--- src/hw/rtl/plid_pkg.sv ---
// Package for the positional list insert/delete unit.
// Widths, command and status codes, sequencer states and shared structs.
// Depends on nothing.
`default_nettype none

package plid_pkg;

   localparam int CAPACITY = 1024;
   localparam int ADDR_W   = $clog2(CAPACITY);
   localparam int CNT_W    = $clog2(CAPACITY + 1);
   localparam int DATA_W   = 32;
   localparam int POS_W    = 11;
   localparam int ITEM_W   = 11;
   localparam int CMD_W    = 2;
   localparam int STAT_W   = 2;
   localparam int CMP_W    = (CNT_W > POS_W) ? CNT_W : POS_W;

   typedef enum logic [CMD_W-1:0] {
      CMD_INSERT = 2'd0,
      CMD_DELETE = 2'd1,
      CMD_READ   = 2'd2
   } cmd_type;

   typedef enum logic [STAT_W-1:0] {
      STAT_DONE  = 2'd0,
      STAT_RANGE = 2'd1,
      STAT_FULL  = 2'd2
   } status_type;

   typedef enum logic [2:0] {
      SEQ_IDLE,
      SEQ_MOVE,
      SEQ_PUT,
      SEQ_RDWAIT,
      SEQ_DONE
   } seq_state_type;

   // one write port and one read port per cycle
   typedef struct packed {
      logic                     we;
      logic [ADDR_W-1:0]        waddr;
      logic signed [DATA_W-1:0] wdata;
      logic                     re;
      logic [ADDR_W-1:0]        raddr;
   } mem_ctl_type;

   typedef struct packed {
      status_type               status;
      logic signed [DATA_W-1:0] value;
      logic [CNT_W-1:0]         count;
   } result_type;

endpackage

`default_nettype wire

--- src/hw/rtl/plid_seq.sv ---
// Command sequencer: decodes a word, walks the shift engine over the store,
// keeps the element count and builds the result. Depends on plid_pkg.
`default_nettype none

module plid_seq import plid_pkg::*; (
   input  wire logic                     clock,
   input  wire logic                     reset,
   input  wire logic                     start,
   input  wire logic [CMD_W-1:0]         cmd,
   input  wire logic [POS_W-1:0]         position,
   input  wire logic signed [DATA_W-1:0] data_value,
   input  wire logic                     out_free,
   input  wire logic signed [DATA_W-1:0] rd_data,
   output mem_ctl_type                   mem_ctl,
   output logic                          idle,
   output logic                          done,
   output result_type                    result
);

   seq_state_type            state_ff, state_in;
   logic [CNT_W-1:0]         count_ff, count_in;
   logic [ADDR_W-1:0]        src_ff, src_in;
   logic [ADDR_W-1:0]        wdst_ff, wdst_in;
   logic [CNT_W-1:0]         left_ff, left_in;
   logic                     pend_ff, pend_in;
   logic                     up_ff, up_in;
   logic                     ins_ff, ins_in;
   logic [ADDR_W-1:0]        pos_ff, pos_in;
   logic signed [DATA_W-1:0] val_ff, val_in;
   status_type               status_ff, status_in;
   logic signed [DATA_W-1:0] value_ff, value_in;

   logic [CMP_W-1:0] pos_ext;
   logic [CMP_W-1:0] cnt_ext;

   assign pos_ext = CMP_W'(position);
   assign cnt_ext = CMP_W'(count_ff);

   always_ff @(posedge clock) begin
      if (reset) begin
         state_ff <= SEQ_IDLE;
         count_ff <= '0;
         pend_ff  <= 1'b0;
      end else begin
         state_ff <= state_in;
         count_ff <= count_in;
         pend_ff  <= pend_in;
      end
   end

   always_ff @(posedge clock) begin
      src_ff    <= src_in;
      wdst_ff   <= wdst_in;
      left_ff   <= left_in;
      up_ff     <= up_in;
      ins_ff    <= ins_in;
      pos_ff    <= pos_in;
      val_ff    <= val_in;
      status_ff <= status_in;
      value_ff  <= value_in;
   end

   always_comb begin
      state_in  = state_ff;
      count_in  = count_ff;
      src_in    = src_ff;
      wdst_in   = wdst_ff;
      left_in   = left_ff;
      pend_in   = pend_ff;
      up_in     = up_ff;
      ins_in    = ins_ff;
      pos_in    = pos_ff;
      val_in    = val_ff;
      status_in = status_ff;
      value_in  = value_ff;
      mem_ctl   = '0;
      done      = 1'b0;
      idle      = (state_ff == SEQ_IDLE);

      unique case (state_ff)
         SEQ_IDLE: begin
            if (start) begin
               value_in  = '0;
               status_in = STAT_RANGE;
               pend_in   = 1'b0;
               state_in  = SEQ_DONE;
               unique case (cmd)
                  CMD_INSERT: begin
                     if (pos_ext > cnt_ext) begin
                        status_in = STAT_RANGE;
                     end else if (cnt_ext >= CMP_W'(CAPACITY)) begin
                        status_in = STAT_FULL;
                     end else begin
                        status_in = STAT_DONE;
                        ins_in    = 1'b1;
                        up_in     = 1'b0;
                        src_in    = ADDR_W'(cnt_ext - CMP_W'(1));
                        left_in   = CNT_W'(cnt_ext - pos_ext);
                        pos_in    = ADDR_W'(pos_ext);
                        val_in    = data_value;
                        count_in  = CNT_W'(cnt_ext + CMP_W'(1));
                        state_in  = SEQ_MOVE;
                     end
                  end
                  CMD_DELETE: begin
                     if (pos_ext == '0 || pos_ext > cnt_ext) begin
                        status_in = STAT_RANGE;
                     end else begin
                        // left may be zero when the last element goes
                        status_in = STAT_DONE;
                        ins_in    = 1'b0;
                        up_in     = 1'b1;
                        src_in    = ADDR_W'(pos_ext);
                        left_in   = CNT_W'(cnt_ext - pos_ext);
                        count_in  = CNT_W'(cnt_ext - CMP_W'(1));
                        state_in  = SEQ_MOVE;
                     end
                  end
                  CMD_READ: begin
                     if (pos_ext < cnt_ext) begin
                        status_in     = STAT_DONE;
                        mem_ctl.re    = 1'b1;
                        mem_ctl.raddr = ADDR_W'(pos_ext);
                        state_in      = SEQ_RDWAIT;
                     end
                  end
                  default: begin
                     status_in = STAT_RANGE;
                  end
               endcase
            end
         end

         SEQ_MOVE: begin
            // write back the word read last cycle
            if (pend_ff) begin
               mem_ctl.we    = 1'b1;
               mem_ctl.waddr = wdst_ff;
               mem_ctl.wdata = rd_data;
            end
            if (left_ff != '0) begin
               mem_ctl.re    = 1'b1;
               mem_ctl.raddr = src_ff;
               pend_in       = 1'b1;
               wdst_in       = up_ff ? src_ff - 1'b1 : src_ff + 1'b1;
               src_in        = up_ff ? src_ff + 1'b1 : src_ff - 1'b1;
               left_in       = left_ff - 1'b1;
            end else begin
               pend_in  = 1'b0;
               state_in = ins_ff ? SEQ_PUT : SEQ_DONE;
            end
         end

         SEQ_PUT: begin
            mem_ctl.we    = 1'b1;
            mem_ctl.waddr = pos_ff;
            mem_ctl.wdata = val_ff;
            state_in      = SEQ_DONE;
         end

         SEQ_RDWAIT: begin
            value_in = rd_data;
            state_in = SEQ_DONE;
         end

         SEQ_DONE: begin
            if (out_free) begin
               done     = 1'b1;
               state_in = SEQ_IDLE;
            end
         end

         default: begin
            state_in = SEQ_IDLE;
         end
      endcase
   end

   assign result.status = status_ff;
   assign result.value  = value_ff;
   assign result.count  = count_ff;

endmodule

`default_nettype wire
--- config.mk ---
export PLATFORM = sky130hd
export DESIGN_NAME = plid_seq
export DESIGN_NICKNAME = d
export VERILOG_FILES = /design/src/hw/rtl/plid_pkg.sv /design/src/hw/rtl/plid_seq.sv
export SDC_FILE = /design/constraint.sdc
export NUM_CORES = 1
export LEC_CHECK = 0
export ABC_AREA = 1
export BUFFER_PORTS_ARGS = -buffer_cell sky130_fd_sc_hd__clkbuf_2
export CAP_MARGIN = 20
export CORE_ASPECT_RATIO = 1.75
export CORE_MARGIN = 5
export CORE_UTILIZATION = 50
export CTS_BUF_LIST = sky130_fd_sc_hd__clkbuf_4 sky130_fd_sc_hd__clkbuf_8
export DETAILED_ROUTE_END_ITERATION = 12
export PLACE_DENSITY = 0.89
export SLEW_MARGIN = 20
export SYNTH_ARGS = -nofsm -noshare
export SYNTH_HDL_FRONTEND = slang
export SYNTH_SLANG_ARGS = --single-unit
--- constraint.sdc ---
create_clock -name clock -period 3.5 [get_ports clock]
set_clock_uncertainty 0.05 [all_clocks]
set_input_delay 0.525 -clock clock [delete_from_list [all_inputs] [get_ports clock]]
set_output_delay 0.525 -clock clock [all_outputs]
set_load 0.02 [all_outputs]
======== After elaboration in Yosys (flattened, before gate mapping) ========
Cells that the tools add are included.
word-level totals
  bits in registers ....................... 124
  bits of input ports ..................... 81
  output and inout bits ................... 101
  logic and storage cells ................. 114
cells by class
  add/subtract/negate cells ............... 6
  $lt $le $gt $ge ......................... 3
  equality and inequality tests ........... 17
  muxes and demuxes ....................... 57
  bitwise logic cells ..................... 2
  reduce and logical (&&, ||, !) cells .... 17
operators by type and width
  operator                 count
  $mux W11                 12
  $pmux W11 S2             4
  $pmux W43 S2             1
  $mux W10                 7
  $pmux W32 S2             1
  $mux W43                 1
  $pmux W10 S2             2
  $mux W32                 1
  $mux W3                  8
  $sub A11 B1 Y11 const B  2
  $ne A2 B2 Y1 const B     7
  $mux W1                  12
  $pmux W3 S4              1
  $add A11 B1 Y11 const B  1
  $ge A11 B11 Y1 const B   1
  $gt A11 B11 Y1           1
  $logic_not A11 Y1        1
  $lt A11 B11 Y1           1
  $reduce_bool A11 Y1      1
  $sub A11 B11 Y11         1
  $add A10 B1 Y10 const B  1
  $sub A10 B1 Y10 const B  1
  $ne A3 B3 Y1 const B     3
  $pmux W3 S3              1
  other kinds (20)         30

======== Logic depth before layout (Yosys ltp) ========
Gate-level depths: netlist of the first run.
  word-level depth ........................ 6
  gate-level depth with buffers ........... 16
  depth with buffers taken out ............ 15

======== Worst setup path after synthesis of the first run ========
Ideal clock, no wire load.
  kind .................................... in2reg
  start ................................... in position[7]
  end ..................................... reg pos_ff[0], enable pin
  library setup time ...................... 0.442 ns
  data arrival time ....................... 3.257 ns
  slack ................................... -0.248 ns
  stages .................................. 10
  path buffers ............................ 0
  cell sequence ........................... inv_1 ha_1 nand2_2 inv_2 nand2_2 nor2_2 nand2_2 nand3_4 nand3_1 nor2_1
between the ends
  longest elaborated chain between the ends .. 3
ends and longest elaborated chain
  item                         line            RTL
  start: declaration           plid_seq.sv:10  input wire logic [POS_W-1:0] position,
  $gt A11 B11 Y1               plid_seq.sv:89  if (pos_ext > cnt_ext) begin
  $not A1 Y1 (no line)         n/a
  $reduce_and A5 Y1 (no line)  n/a
  end signal: assignment       plid_seq.sv:57  pos_ff <= pos_in;
  end: declaration             plid_seq.sv:28  logic [ADDR_W-1:0] pos_ff, pos_in;
Every way passes these cells.
A chain may end at the register's enable or synchronous reset.

==> results of run 1 <==
==> timing repair <==
action                     in CTS  in global routing
setup endpoints to repair       0                 10
gates resized for setup         0                  1
hold buffers                    0                  0
==> flip-flops by register name, summed over array words and instances (netlist names) <==
register and flops:
val_ff 32, value_ff 32, cnt_ext 11, left_ff 11, pos_ff 10, src_ff 10, wdst_ff 10, state_ff 3
status_ff 2, ins_ff 1, pend_ff 1, up_ff 1
==> cells in the mapped netlist (3+ instances only) <==
cell	instances
sky130_fd_sc_hd__nand2_2	8
sky130_fd_sc_hd__ha_1	16
sky130_fd_sc_hd__nor2_1	93
sky130_fd_sc_hd__a31oi_1	3
sky130_fd_sc_hd__o22ai_1	47
sky130_fd_sc_hd__xnor2_1	6
sky130_fd_sc_hd__buf_1	4
sky130_fd_sc_hd__nand4_1	10
sky130_fd_sc_hd__a21oi_1	37
sky130_fd_sc_hd__inv_2	3
sky130_fd_sc_hd__nand2_1	111
sky130_fd_sc_hd__xor2_1	28
sky130_fd_sc_hd__clkbuf_1	18
sky130_fd_sc_hd__o21ai_0	46
sky130_fd_sc_hd__edfxtp_1	109
sky130_fd_sc_hd__nor3_1	12
sky130_fd_sc_hd__inv_1	145
sky130_fd_sc_hd__dfxtp_1	15
sky130_fd_sc_hd__buf_2	7
sky130_fd_sc_hd__nand3_1	39
==> stage by stage <==
stage          worst slack (ps)  utilization (%)
2_1_floorplan               414                -
3_3_place_gp                418             59.2
3_5_place_dp                333             59.2
4_1_cts                     127             62.2
5_1_grt                    70.4             62.3
6_report                    265             62.3
==> final cells by class <==
type	instances	area, µm²	share of cell area, %
Sequential cell	124	3570	42.7
Multi-Input combinational cell	481	2580	30.9
Timing Repair Buffer	193	1010	12.0
Inverter	151	579	6.92
Clock buffer	17	234	2.79
Tap cell	174	218	2.60
Clock inverter	15	178	2.12
==> final timing paths <==
| path | to | slack (ps) | from | cells after the start |
|---|---|---|---|---|
| setup / recovery | mem_ctl[0] | 260 | cnt_ext[7]$_SDFFE_PP0P_ | 12 |
| hold / removal | val_ff[18]$_DFFE_PP_ | 210 | data_value[18] | 1 |
| setup reg to reg | cnt_ext[10]$_SDFFE_PP0P_ | 1010 | cnt_ext[2]$_SDFFE_PP0P_ | 12 |
| hold reg to reg | cnt_ext[10]$_SDFFE_PP0P_ | 520 | cnt_ext[10]$_SDFFE_PP0P_ | 2 |
==> report_power, final <==
group / total (mW) / internal [mW] / switching [mW]
registers: 1.67 / 1.65 / 0.0173
clock network: 1.32 / 0.661 / 0.656
logic: 0.293 / 0.0998 / 0.193
==> per-layer routing <==
layer | vias to the layer above | wire (µm) | global-route usage [%]
met5 | - | 0 | 0
met4 | 0 | 1100 | 15.0
met3 | 83 | 1540 | 4.48
met2 | 373 | 10500 | 45.9
met1 | 2846 | 6600 | 23.9
li1 | 2987 | - | -
==> cell families (layout without fill, tap and decap cells) <==
| logic type | Yosys count | after routing | share of synthesized area (%) |
|---|---|---|---|
| DFF | 124 | 124 | 52.1 |
| xor gates and xnor gates | 34 | 34 | 4.34 |
| muxes | 1 | 1 | 0.146 |
| adders and majority gates | 17 | 17 | 3.21 |
| and+or+nand+nor | 282 | 282 | 17.6 |
| buffers and inverters | 182 | 376 | 10.5 |
| AOI/OAI and AO/OA | 147 | 147 | 12.1 |
==> run_results.csv, run 1 <==
group,metric,value,unit
synthesis,top_area_cells_in_the_synthesized_netlist,"sky130_fd_sc_hd__edfxtp_1 (48%), sky130_fd_sc_hd__inv_1 (7.9%), sky130_fd_sc_hd__nand2_1 (6.1%), sky130_fd_sc_hd__nor2_1 (5.1%), sky130_fd_sc_hd__dfxtp_1 (4.4%)",
critical_path,critPathMaxStageDelay,440,ps
cts,cts_num_sinks,124,
critical_path,cp_cell_sequence,"ha_1, nand2_2, inv_2, nand2_2, nor2_2, nand2_2, nand3_4, nand3_1, nor2_1, nand2_2, o22ai_1, clkbuf_2",
critical_path,worst-endpoint-arrival,2660,ps
critical_path,endpoint_kind,"output port",
power,pwr_per_cell_area,391,nW/µm²
die,die-area,16300,µm²
cells_and_area,most_frequent_standard_cell_in_the_layout_excluding_fill_and_tap_cells,"sky130_fd_sc_hd__clkbuf_2",
detailed_routing,ant_nets,0,
die,design.portCount,182,
synthesis,syn_inst,787,
sta,finalCritPeriodShare,92.4,%
power,total_leakage_power,4.00,nW
cells_and_area,post_route_cells_drive_above_1_share,25.1,%
cells_and_area,finalInstanceArea,8380,µm²
detailed_routing,post_drt_via_cell_ratio,5.45,
cts,ctsLongestPathBuffers,2,
critical_path,cp_data_required_time,2920,ps
die,core.rowCount,56,
synthesis,synth_fp_nets,885,
global_route,gr-total-overflow,0,
sta,finalSetupViolations,0,
critical_path,crit_slowest_cell,"sky130_fd_sc_hd__dfxtp_1",
critical_path,critical_path_class,"flop to output port",
detailed_routing,wirelength,19800,µm
cts,tritoncts,"yes",
sta,timing_worst_slew_pin_value,783,ps
die,die_w,98.6,µm
run,cap_viol_max_count,0,
worst_hold_path,worst_hold_path_type,"input pin to flop",
cells_and_area,nFillCells,1141,
sta,fin_crit,3240,ps
cts,cts.repair_timing.setup_buffer_count,0,
synthesis,netlist.top_cell.by_area,"sky130_fd_sc_hd__edfxtp_1",
global_route,number_of_antenna_violations_at_the_first_check_in_global_routing,0,
synthesis,yosys_warnings,0,
die,floorplan.core_area,13500,µm²
global_route,grt_pass1_vias,6287,
global_route,global_route_wire_length_before_repair,30600,µm
placement,dp.cells,1123,
placement,dpl_cell_area,7960,µm²
critical_path,cp_common_cell,"sky130_fd_sc_hd__nand2_2",
sta,timing_hold_violations_final,0,
cells_and_area,layout-area-overhead-vs-synth,22.1,%
synthesis,seq_area_frac_synth,52.1,%
detailed_routing,route.vias.total,6289,
synthesis,synthesis.area,6860,µm²
sta,slew-limit-headroom,47.7,%
critical_path,critical_path.startpoint_type,"flop",
detailed_routing,routed_wire_length_per_instance,17.1,µm
cts,clk_transition_reported_paths,90,ps
cts,root_buffer,"sky130_fd_sc_hd__clkbuf_8",
cts,worstSkewPairLatency,430,ps
cts,cts-htree-levels,4,
synthesis,ys.flop_type,"sky130_fd_sc_hd__edfxtp_1",
detailed_routing,detail_route.iter0.violations,397,
synthesis,post_synth_edffs,109,
placement,io_buffer_count,181,
synthesis,postSynthAreaPerCell,8.72,µm²
sta,slew_violations,0,
cells_and_area,final-instance-count-excl-fill,1155,
die,effective_utilization_at_floorplan,51.0,%
cells_and_area,num_antenna_cells,0,
sta,maxClockFrequency,309,MHz
critical_path,critical_path.max_fanout,11,
run_status,run_status,"finished, final reports clean",
cells_and_area,layout.cells.most_common_list,"sky130_fd_sc_hd__clkbuf_2 (181), sky130_fd_sc_hd__inv_1 (145), sky130_fd_sc_hd__nand2_1 (110)",
critical_path,path_buf_inv,2,
die,dieHeight,165,µm
sta,fin_tns_setup,0,ps
synthesis,area_share_of_the_largest_cell_type_after_synthesis,47.7,%
sta,fin_hold_ws,210,ps
global_route,maximum_number_of_pins_on_one_net_before_global_route_repair,44,
power,ir_drop,0.214,mV
detailed_routing,remaining_drc_errors,0,
power,power,3.28,mW
critical_path,cp_top_family,"simple AND/OR/NAND/NOR gates",
global_route,grt.total_usage,24.2,%
cts,numCtsBuffers,17,
cells_and_area,final_nets,1066,
synthesis,asyncSetResetFlopFracSynth,0,%
synthesis,synth_cell_types,42,
synthesis,postSynthRegisterBits,124,
placement,place_hpwl,15600,µm
detailed_routing,first_pass_iters,5,
sta,grt_setup_unrepaired,"no",
placement,finalWeightedCongestion,0.909,
Power figures use the tool's default switching activity.
==> run 2: changes to the inputs <==
--- a/config.mk
+++ b/config.mk
@@ -6,13 +6,14 @@
 export NUM_CORES = 1
 export LEC_CHECK = 0
 export ABC_AREA = 1
-export BUFFER_PORTS_ARGS = -buffer_cell sky130_fd_sc_hd__clkbuf_2
+export ABC_CLOCK_PERIOD_IN_PS = 3500
 export CAP_MARGIN = 20
 export CORE_ASPECT_RATIO = 1.75
 export CORE_MARGIN = 5
-export CORE_UTILIZATION = 50
+export CORE_UTILIZATION = 60
 export CTS_BUF_LIST = sky130_fd_sc_hd__clkbuf_4 sky130_fd_sc_hd__clkbuf_8
 export DETAILED_ROUTE_END_ITERATION = 12
+export DONT_BUFFER_PORTS = 1
 export PLACE_DENSITY = 0.89
 export SLEW_MARGIN = 20
 export SYNTH_ARGS = -nofsm -noshare
==> run 2 against run 1 <==
Net effect:
- first-iteration DRC count up 3.0%
- count of clock-buffer cells in the layout unchanged
- wire length down 7.6%
- sequential share of layout area up 3.6 points
- total power down 5.1%
- largest power group unchanged
==> run_results.csv, run 2 (synthesis gave the netlist of run 1 again) <==
group,metric,value,unit
run_status,run_status,"finished, final reports clean",
cts,worstSkewPairLatency,430,ps
run,cap_viol_max_count,0,
power,pwr_per_cell_area,403,nW/µm²
placement,place_hpwl,13900,µm
sta,slew-limit-headroom,38.7,%
worst_hold_path,hold_start,"reset",
cells_and_area,layout-area-overhead-vs-synth,12.6,%
cells_and_area,final_nets,929,
die,design.portCount,182,
critical_path,critical_path.startpoint_type,"flop",
cts,numCtsBuffers,17,
global_route,gr-total-overflow,0,
detailed_routing,wirelength,18300,µm
sta,finalSetupViolations,0,
detailed_routing,detail_route.iter0.violations,409,
cts,root_buffer,"sky130_fd_sc_hd__clkbuf_8",
sta,slew_violations,0,
cells_and_area,reg_top3,"val_ff x32, value_ff x32",
die,effective_utilization_at_floorplan,61.4,%
sta,fin_crit,3300,ps
critical_path,cp_data_required_time,2920,ps
detailed_routing,post_drt_via_cell_ratio,5.82,
power,ir_drop,0.370,mV
sta,maxClockFrequency,303,MHz
critical_path,critical_path.reg2reg.startpoint,"cnt_ext[0]$_SDFFE_PP0P_",
placement,dpl_cell_area,7330,µm²
cells_and_area,num_antenna_cells,0,
die,core.rowCount,51,
sta,timing_worst_slew_pin_value,911,ps
global_route,grt_pass1_vias,5482,
global_route,number_of_antenna_violations_at_the_first_check_in_global_routing,0,
cells_and_area,post_route_cells_drive_above_1_share,13.4,%
cells_and_area,finalInstanceArea,7730,µm²
sta,fin_hold_ws,106,ps
die,floorplan.core_area,11200,µm²
critical_path,critical_path_class,"flop to output port",
worst_hold_path,worst_hold_path_type,"input pin to flop",
detailed_routing,first_pass_iters,7,
critical_path,critical_path.max_fanout,11,
sta,timing_hold_violations_final,0,
worst_hold_path,worstHoldEndpoint,"pend_ff$_SDFFE_PP0P_",
detailed_routing,route.vias.total,5682,
critical_path,worst-endpoint-arrival,2720,ps
critical_path,worstRegToRegCells,10,
global_route,global_route_wire_length_before_repair,28200,µm
critical_path,timing.reg2reg.setup_slack,880,ps
cts,ctsLongestPathBuffers,2,
cts,cts-htree-levels,4,
die,die-area,13800,µm²
detailed_routing,ant_nets,0,
cts,clk_transition_reported_paths,80,ps
sta,fin_tns_setup,0,ps
cells_and_area,nFillCells,828,
cells_and_area,layout.cells.most_common_list,"sky130_fd_sc_hd__inv_1 (145), sky130_fd_sc_hd__nand2_1 (110), sky130_fd_sc_hd__edfxtp_1 (109)",
detailed_routing,remaining_drc_errors,0,
die,dieHeight,151,µm
cts,tritoncts,"yes",
critical_path,critical_path.reg2reg.endpoint,"pos_ff[2]$_DFFE_PP_",
cells_and_area,most_frequent_standard_cell_in_the_layout_excluding_fill_and_tap_cells,"sky130_fd_sc_hd__inv_1",
global_route,grt.total_usage,26.4,%
placement,finalWeightedCongestion,0.934,
global_route,maximum_number_of_pins_on_one_net_before_global_route_repair,43,
sta,finalCritPeriodShare,94.2,%
placement,io_buffer_count,0,
worst_hold_path,worstHoldPathCells,1,
die,die_w,90.8,µm
detailed_routing,routed_wire_length_per_instance,18.7,µm
cts,cts_num_sinks,124,
cts,cts.repair_timing.setup_buffer_count,0,
power,total_leakage_power,3.45,nW
critical_path,endpoint_kind,"output port",
[run 2: cell count changes in the layout (fill, tap and decap cells not counted), sizes merged]
| cell | delta |
|---|---|
| bufinv | -1 |
| clkinv | +5 |
| clkinvlp | -2 |
| clkbuf | -181 |
| inv | -2 |
| buf | +44 |
[run 2: worst max-delay path by stage]
stage                                  startpoint                   end  depth (start not counted)
after floorplan              left_ff[0]$_DFFE_PP_  left_ff[0]$_DFFE_PP_                          9
after global placement                position[7]            mem_ctl[3]                         13
after detailed placement              position[7]            mem_ctl[5]                         13
after CTS                 cnt_ext[7]$_SDFFE_PP0P_            mem_ctl[5]                         12
after global routing      cnt_ext[9]$_SDFFE_PP0P_            mem_ctl[5]                         12
final                     cnt_ext[0]$_SDFFE_PP0P_            mem_ctl[5]                         12
[run 2: metal layers]
layer  part of all wire, %  GRT usage (%)
met1                    35           28.1
met2                    53           48.8
met3                   8.4           6.62
met4                   3.8           11.7
met5                     0              0
[run 2: area by class of cell]
| type | instances | area [µm²] | share of cell area (%) |
|---|---|---|---|
| sequential | 124 | 3580 | 46.3 |
| multi-input combinational | 481 | 2600 | 33.6 |
| inverter | 151 | 579 | 7.50 |
| timing repair buffer | 56 | 420 | 5.44 |
| clock buffer | 17 | 234 | 3.03 |
| tap | 132 | 165 | 2.14 |
| clock inverter | 15 | 155 | 2.01 |
[run 2: repair_timing]
item                       in CTS  in global routing
setup endpoints to repair       0                 11
gates resized for setup         0                  4
hold buffers                    0                  0
[run 2: worst max-delay path, stage by stage, from the launching register on]
cell                      delay [ps]
sky130_fd_sc_hd__dfxtp_1         530
sky130_fd_sc_hd__inv_1           130
sky130_fd_sc_hd__ha_1            230
sky130_fd_sc_hd__inv_1            60
sky130_fd_sc_hd__nand3_1          60
sky130_fd_sc_hd__nand3_1         160
sky130_fd_sc_hd__nand2_2          90
sky130_fd_sc_hd__nand3_4         100
sky130_fd_sc_hd__nand3_1         140
sky130_fd_sc_hd__nor2_1          140
sky130_fd_sc_hd__nand2_2         190
sky130_fd_sc_hd__o22ai_1         250
sky130_fd_sc_hd__buf_4           200
[run 2: power by group]
part	internal [mW]	switching (mW)
combinational	0.0521	0.128
sequential	1.65	0.0523
clock	0.587	0.638
[run 2: through the flow]
step / total power, mW / utilization, % / cells / setup slack (ps)
final: 3.11 / 69.2 / 976 / 202
after global routing: 3.22 / 69.2 / 976 / -11.2
after CTS: 3.13 / 69.1 / 976 / 3.44
after detailed placement: 1.91 / 65.6 / 944 / 450
after global placement: 1.91 / 65.6 / 944 / 534
after floorplan: 1.86 / - / 787 / 414
==> run 3: changes to the inputs <==
--- a/config.mk
+++ b/config.mk
@@ -15,6 +15,7 @@
 export DETAILED_ROUTE_END_ITERATION = 12
 export DONT_BUFFER_PORTS = 1
 export PLACE_DENSITY = 0.89
+export SETUP_SLACK_MARGIN = 0.5
 export SLEW_MARGIN = 20
 export SYNTH_ARGS = -nofsm -noshare
 export SYNTH_HDL_FRONTEND = slang
==> run 3 against run 2 <==
Net effect:
- wire length up 9.3%
- clock power about the same
- combinational power grew 14%
- worst setup slack gained 260 ps
- first-iteration DRC count up 62%
- cell area up 5.8%
- sequential power barely moved
- cell count grew 1.2%
- fmax up 8.5%
- non-clock buffer count is 10 higher
- critical path type unchanged
- highest routed layer unchanged
==> run_results.csv, run 3 (synthesis gave the netlist of run 1 again) <==
group,metric,value,unit
critical_path,cp_common_cell,"sky130_fd_sc_hd__nand2_2",
placement,post_placement_setup_slack,490,ps
die,dieHeight,151,µm
cts,ctsLongestPathBuffers,2,
placement,finalWeightedCongestion,0.934,
detailed_routing,detail_route.iter0.violations,663,
die,design.portCount,182,
cells_and_area,layout.cells.most_common_list,"sky130_fd_sc_hd__inv_1 (142), sky130_fd_sc_hd__edfxtp_1 (109), sky130_fd_sc_hd__nand2_1 (107)",
critical_path,critical_path.max_fanout,6,
sta,timing_hold_violations_final,0,
run,cap_viol_max_count,0,
critical_path,worst-endpoint-arrival,2460,ps
sta,fin_tns_setup,0,ps
placement,dpl_cell_area,7330,µm²
global_route,number_of_antenna_violations_at_the_first_check_in_global_routing,0,
die,die_w,90.8,µm
cts,cts_num_sinks,124,
critical_path,endpoint_kind,"output port",
global_route,maximum_number_of_pins_on_one_net_before_global_route_repair,34,
cells_and_area,final_nets,941,
critical_path,cp_data_required_time,2920,ps
global_route,grt_pass1_vias,5607,
run_status,run_status,"finished, final reports clean",
detailed_routing,first_pass_iters,6,
cts,cts-htree-levels,4,
die,floorplan.core_area,11200,µm²
critical_path,critical_path.startpoint_type,"flop",
critical_path,crit_slowest_cell,"sky130_fd_sc_hd__dfxtp_4",
sta,slew_violations,0,
sta,finalSetupViolations,0,
cts,root_buffer,"sky130_fd_sc_hd__clkbuf_8",
cells_and_area,reg_top3,"val_ff x32, value_ff x32",
cells_and_area,finalInstanceArea,8180,µm²
power,pwr_per_cell_area,380,nW/µm²
global_route,global_route_wire_length_before_repair,29000,µm
critical_path,cp_cell_sequence,"ha_4, nand2_2, inv_2, nand2_2, nor2_2, nand2_2, nand3_4, nand3_4, nor2_4, nand2_4, o22ai_1, buf_4",
sta,finalCritPeriodShare,86.8,%
cells_and_area,layout-area-overhead-vs-synth,19.1,%
global_route,grt.total_usage,27.0,%
power,ir_drop,0.343,mV
cts,clk_transition_reported_paths,80,ps
cts,worstSkewPairLatency,440,ps
worst_hold_path,worst_hold_path_type,"input pin to flop",
cells_and_area,post_route_cells_drive_above_1_share,19.2,%
power,total_leakage_power,3.52,nW
detailed_routing,ant_nets,0,
die,core.rowCount,51,
cells_and_area,most_frequent_standard_cell_in_the_layout_excluding_fill_and_tap_cells,"sky130_fd_sc_hd__inv_1",
die,die-area,13800,µm²
placement,io_buffer_count,0,
global_route,gr-total-overflow,0,
cells_and_area,num_antenna_cells,0,
sta,maxClockFrequency,329,MHz
detailed_routing,route.vias.total,6083,
cts,ctsHoldBuffers,0,
sta,timing_worst_slew_pin_value,881,ps
detailed_routing,post_drt_via_cell_ratio,6.16,
cts,tritoncts,"yes",
sta,final_critical_path_setup_slack,462,ps
placement,place_hpwl,14100,µm
detailed_routing,wirelength,20000,µm
cells_and_area,nFillCells,730,
sta,fin_crit,3040,ps
detailed_routing,remaining_drc_errors,0,
detailed_routing,routed_wire_length_per_instance,20.2,µm
cts,numCtsBuffers,17,
sta,fin_hold_ws,95.5,ps
critical_path,critical_path_class,"flop to output port",
sta,grt_setup_unrepaired,"yes",
die,effective_utilization_at_floorplan,61.4,%
critical_path,critPathMaxStageDelay,410,ps
sta,slew-limit-headroom,40.7,%
==> run 3: cell types whose count changed in the layout (fill, tap and decap cells not counted), sizes merged <==
cell,before,now
buf,56,66
clkinvlp,1,6
clkinv,9,6
inv,155,152
bufinv,1,2
clkbuf,17,18
nand2,119,120
==> run 3: path summary, 6_finish.rpt <==
path	slack (ps)	from	cells past startpoint	end
worst max-delay path	460	cnt_ext[8]$_SDFFE_PP0P_	12	mem_ctl[9]
worst min-delay path	100	reset	1	cnt_ext[9]$_SDFFE_PP0P_
worst max register to register	960	cnt_ext[6]$_SDFFE_PP0P_	12	cnt_ext[5]$_SDFFE_PP0P_
worst min register to register	570	left_ff[0]$_DFFE_PP_	1	left_ff[0]$_DFFE_PP_
==> run 3: area by class of cell <==
class	instances	area [µm²]	share of cell area [%]
Timing Repair Buffer	66	539	6.60
Multi-Input combinational cell	482	2880	35.3
Tap cell	132	165	2.02
Inverter	151	597	7.30
Clock buffer	18	241	2.95
Timing Repair inverter	1	5.00	0.0612
Sequential cell	124	3610	44.1
Clock inverter	14	136	1.67
==> run 3: per-layer routing <==
layer  share of wire (%)  vias up  global-route usage (%)  wire length, µm
met5                   0        -                       0                0
met1                  33     2805                    29.8             6620
met2                  52      430                    49.5            10400
met3                 8.9      105                    6.13             1790
met4                 5.6        0                    11.7             1120
li1                    -     2743                       -                -
==> run 3: worst max-delay path: cells and delay by family, from the launching register on <==
kind	cells	cell delay, ps
and+or+nand+nor	8	900
adders and majority gates	1	310
buffers and inverters	2	230
AOI/OAI and AO/OA	1	160
DFF	1	410
==> run 3: power breakdown <==
group / total [mW] / internal (mW) / leakage (nW) / switching (mW)
sequential: 1.70 / 1.65 / 1.14 / 0.0525
combinational: 0.206 / 0.0635 / 2.20 / 0.142
clock: 1.21 / 0.583 / 0.178 / 0.624
total: 3.11 / 2.29 / 3.52 / 0.818
==> run 3: timing repair <==
| item | in CTS | in global routing |
|---|---|---|
| pin swaps | 1 | 11 |
| gates resized for setup | 31 | 44 |
| setup endpoints to repair | 11 | 44 |
| gates cloned | 1 | 1 |
| setup buffers | 1 | 10 |
==> run 3: per-stage QoR <==
| step | instances | utilization [%] | total power [mW] |
|---|---|---|---|
| final | 988 | 73.2 | 3.11 |
| after global routing | 988 | 73.2 | 3.22 |
| after CTS | 977 | 70.6 | 3.10 |
| after detailed placement | 943 | 65.6 | 1.92 |
| after global placement | 943 | 65.6 | 1.91 |
| after floorplan | 787 | - | 1.87 |
